File: config.mk
export PLATFORM = sky130hd
export DESIGN_NAME = hmc_controller
export DESIGN_NICKNAME = d
export VERILOG_FILES = /design/src/rtl/hmc_pkg.sv /design/src/rtl/hmc_controller.sv
export SDC_FILE = /design/constraint.sdc
export NUM_CORES = 1
export LEC_CHECK = 0
export BUFFER_PORTS_ARGS = -buffer_cell sky130_fd_sc_hd__buf_2
export CAP_MARGIN = 0
export CORE_AREA = 5 5 42 44
export CTS_CLUSTER_SIZE = 20
export DETAILED_ROUTE_END_ITERATION = 16
export DIE_AREA = 0 0 47 49
export SLEW_MARGIN = 20
export SYNTH_ARGS = -nofsm -noshare
export SYNTH_HDL_FRONTEND = slang
export SYNTH_SLANG_ARGS = --single-unit
File: constraint.sdc
create_clock -name i_clk -period 1.5 [get_ports i_clk]
set_input_delay 0.15 -clock i_clk [delete_from_list [all_inputs] [get_ports i_clk]]
set_output_delay 0.15 -clock i_clk [all_outputs]
set_load 0.02 [all_outputs]
File: src/rtl/hmc_pkg.sv
// ----------------------------------------------------------------------------
// hmc_pkg
// Shared types, codes and constants of the hypothesis match classifier.
// ----------------------------------------------------------------------------
package hmc_pkg;

    // Default sizing of the hypothesis tables.
    localparam int DEF_HYP_DEPTH  = 256;
    localparam int DEF_ATTR_WIDTH = 64;

    // Fixed field widths of the command and result ports.
    localparam int OPCODE_W = 2;
    localparam int OBJ_W    = 64;
    localparam int VERDICT_W = 2;
    localparam int COUNT_W  = 9;
    localparam int SHARE_W  = 17;

    // Vote share is Q1.16; one fraction bit is produced per division step.
    localparam int SHARE_FRAC_W = 16;
    localparam logic [SHARE_W-1:0] SHARE_HALF = 17'd32768;
    localparam logic [SHARE_W-1:0] SHARE_ONE  = 17'd65536;

    // Command opcodes.
    localparam logic [OPCODE_W-1:0] OP_CLEAR    = 2'd0;
    localparam logic [OPCODE_W-1:0] OP_LOAD_POS = 2'd1;
    localparam logic [OPCODE_W-1:0] OP_LOAD_NEG = 2'd2;
    localparam logic [OPCODE_W-1:0] OP_CLASSIFY = 2'd3;

    // Verdict codes.
    localparam logic [VERDICT_W-1:0] V_NEGATIVE      = 2'd0;
    localparam logic [VERDICT_W-1:0] V_POSITIVE      = 2'd1;
    localparam logic [VERDICT_W-1:0] V_CONTRADICTORY = 2'd2;
    localparam logic [VERDICT_W-1:0] V_UNDETERMINED  = 2'd3;

    // Commands from the controller to the datapath.
    typedef struct packed {
        logic clear;
        logic load_pos;
        logic load_neg;
        logic scan_init;
        logic scan_run;
        logic div_init;
        logic div_run;
        logic finish;
    } t_dp_cmd;

    // Status from the datapath back to the controller.
    typedef struct packed {
        logic scan_done;
        logic div_done;
    } t_dp_status;

endpackage

File: src/rtl/hmc_controller.sv
// ----------------------------------------------------------------------------
// hmc_controller
// Sequencer that decodes each command and steps classify commands through table scan and share division.
// ----------------------------------------------------------------------------
module hmc_controller (
    input  logic                             i_clk,
    input  logic                             i_rst_n,
    input  logic                             i_start,
    input  logic [hmc_pkg::OPCODE_W-1:0]     i_opcode,
    input  hmc_pkg::t_dp_status              i_dp_st,
    output logic                             o_busy,
    output hmc_pkg::t_dp_cmd                 o_cmd
);
    import hmc_pkg::*;

    localparam logic [1:0] S_IDLE = 2'd0;
    localparam logic [1:0] S_SCAN = 2'd1;
    localparam logic [1:0] S_DIV  = 2'd2;

    logic [1:0] r_state;
    logic [1:0] n_state;
    logic       accept;

    assign o_busy = (r_state != S_IDLE);
    assign accept = i_start && (r_state == S_IDLE);

    always_comb begin
        n_state = r_state;
        o_cmd   = '0;
        case (r_state)
            S_IDLE: begin
                if (accept) begin
                    case (i_opcode)
                        OP_CLEAR:    o_cmd.clear    = 1'b1;
                        OP_LOAD_POS: o_cmd.load_pos = 1'b1;
                        OP_LOAD_NEG: o_cmd.load_neg = 1'b1;
                        default: begin
                            o_cmd.scan_init = 1'b1;
                            n_state         = S_SCAN;
                        end
                    endcase
                end
            end
            S_SCAN: begin
                o_cmd.scan_run = 1'b1;
                if (i_dp_st.scan_done) begin
                    o_cmd.div_init = 1'b1;
                    n_state        = S_DIV;
                end
            end
            S_DIV: begin
                if (i_dp_st.div_done) begin
                    o_cmd.finish = 1'b1;
                    n_state      = S_IDLE;
                end else begin
                    o_cmd.div_run = 1'b1;
                end
            end
            default: begin
                n_state = S_IDLE;
            end
        endcase
    end

    always_ff @(posedge i_clk) begin
        if (!i_rst_n) begin
            r_state <= S_IDLE;
        end else begin
            r_state <= n_state;
        end
    end

endmodule

==> summary.md <==
| Metric | Value |
|---|---|
| TritonCTS clock tree | `done` |
| Die X | `47 um` |
| Synth warn | `0` |
| Worst Path Arrival | `1190 ps` |
| Crit Path Class | `flip-flop to primary output` |
| Number of iterations in the first detailed-routing pass | `1` |
| Max FFs per register | `2` |
| Final Routed Wirelength | `between 400 and 500 um` |
| Row count | `14` |
| Leak | `0.153 nW` |
| Initial Utilization | `11.7%` |
| Syn_nets | `25` |
| H-tree Lvls | `1` |
| Antenna-violating nets left | `0` |
| Clk_lat worst skew | `approximately 220 ps` |
| I/O Buffers | `15` |
| Vias in the first global route | `200` |
| Final min period | `1340 ps` |
| Max-Slew Margin vs Limit | `86.4%` |
| Final setup viols | `0` |
| Final setup TNS | `0 ps` |
| Avg Cell Area, Syn | `9.11 um2` |
| Antenna violations before repair | `0` |
| Post-cts resize count | `0` |
| Placed insts | `48` |
| Synth area leaders | `dfxtp_1 24%, nor3b_1 9.2%, o21a_1 9.2%` |
| Crit path launch | `r_state[1]` |
| WL/cell | `8.71 um` |
| Period Utilization, post-route | `89.4%` |
| Global-route wire length before repair | `793 um` |
| DP Area | `251 um2` |
| Clock transition at path regs | `30 ps` |
| Synth Instances | `18` |
| Final Hold Vio Count | `0` |
| Seq/Total Area, Yosys | `24.4%` |
| Worst hold margin | `~150 ps` |
| Synth top area share | `about 24%` |
| CTS sink cnt | `2` |
| Post-route cell area | `about 270 um2` |
| FMAX | `745 MHz` |
| Worst slew pin tran | `203 ps` |
| Placed wire-length estimate | `between 300 and 400 um` |
| Final Skew | `0.133 ps` |
| Largest stage delay, worst path | `340 ps` |
| Min-delay src | `i_rst_n` |
| TritonCTS buffer count | `3` |
| Synth Register Bits | `2` |
| Via count | `between 150 and 200` |
| Die area | `2300 um2` |
| Max IR drop VDD | `about 0.28 mV` |
| Core area | `1400 um2` |
| Io pins | `16` |
| Maximum fanout along the worst path | `4` |
| Top reg by flops | `r_state` |
| RSZ-0062 raised after global routing | `no` |
| Setup crit start kind | `flip-flop` |
| Share of layout cells above drive strength 1 | `between 60% and 70%` |
| Overflow after GRT | `0` |
| Antenna cell count | `0` |
| Slew Limit Fails | `0` |
| Initial DRC count | `0` |
| Endpoint class of the critical path | `primary output` |
| Placer's final routability congestion estimate | `0.596` |
| Hold_buf cts | `0` |
| Cell area after synthesis | `164 um2` |
| R2R Path Start | `r_state[1]` |
| Fillers | `between 150 and 200` |
| CTS Root Cell | `clkbuf_4` |
| Largest net degree at the start of global routing | `5` |
| Total track usage | `roughly 5%` |
| Post-layout util | `19.6%` |
| Required @ worst endpoint | `1350 ps` |
| Clk buf depth | `2` |
| Synth area leader | `dfxtp_1` |
| Fin nets | `44` |
| Hold Crit Class | `primary input to flip-flop` |
| Die Span Y | `49 um` |
| Worst-path cell chain | `nor2_2, nand2_1, nor3b_1, buf_2` |
| Via density per instance | `about 3.6` |
| Distinct cell type count of the synthesized netlist | `14` |
| Biggest regs | `r_state: 2 flops` |
| Post-CTS setup buffers | `0` |
| Max-cap violations | `0` |
| Outcome | `finished, final reports clean` |
| CP max-delay cell | `dfxtp_1` |
| DRC | `0` |
| Non-filler cells in the finished layout | `51` |
| Layout area overhead | `67.2%` |
| Power per cell area | `~790 nW/um2` |
cells in the mapped netlist:
cell     number
dfxtp_1       2
nor2b_1       2
nor3b_1       2
o21a_1        2
and2_2        1
and3b_2       1
and4_4        1
buf_4         1
inv_1         1
nand2_1       1
nor2_2        1
nor2b_4       1
nor3_1        1
nor3b_2       1
final timing paths:
check	depth (start not counted)	slack, ps	to
worst max-delay path	4	160	o_cmd[6]
worst min-delay path	2	150	r_state[1]
worst max register to register	3	540	r_state[0]
worst min register to register	2	660	r_state[1]
per-stage QoR:
stage	setup slack, ps	total power, mW
final	158	0.217
after CTS	115	0.227
after floorplan	247	0.0843
after detailed placement	356	0.103
after global placement	375	0.102
after global routing	11.1	0.243
metal layers:
metal  track usage [%]  wire length, um  vias to the layer above
met5                 0                0                        -
met4              4.15                0                        0
met3              4.80               52                        0
met2              6.79              228                        6
met1              4.60              163                       83
li1                  -                -                       96
logic make-up (layout without fill, tap and decap cells):
kind of cell    after synthesis  after routing  synth area share [%]
simple gates                 12             12                  59.5
compound gates                2              2                  9.16
flops                         2              2                  24.4
buf+inv                       2             19                  6.87
worst max-delay path: cells and delay by family, from the launching register on:
kind	cells	cell delay [ps]
AND/OR/NAND/NOR	3	440
buffers and inverters	1	190
flip-flops	1	340
cell usage in the layout, fill, tap and decap left out, types with 2 or more instances in the layout:
cell / instances
buf_2: 15
clkbuf_4: 3
nor3b_1: 2
nor2b_1: 2
o21a_1: 2
dfxtp_1: 2
report_power, final:
| part | internal, mW | switching [mW] |
|---|---|---|
| combinational | 0.0200 | 0.0238 |
| sequential | 0.0552 | 0.00194 |
| clock | 0.0880 | 0.0279 |
| total | 0.163 | 0.0537 |
layout make-up:
cell class / count / area (um2) / area share (%)
Multi-Input combinational cell: 14 / 113 / 41.1
Timing Repair Buffer: 15 / 75.1 / 27.4
Sequential cell: 2 / 40.0 / 14.6
Clock buffer: 3 / 22.5 / 8.22
Tap cell: 16 / 20.0 / 7.31
Inverter: 1 / 3.75 / 1.37
Note: power is estimated with default switching activity, not from simulation.
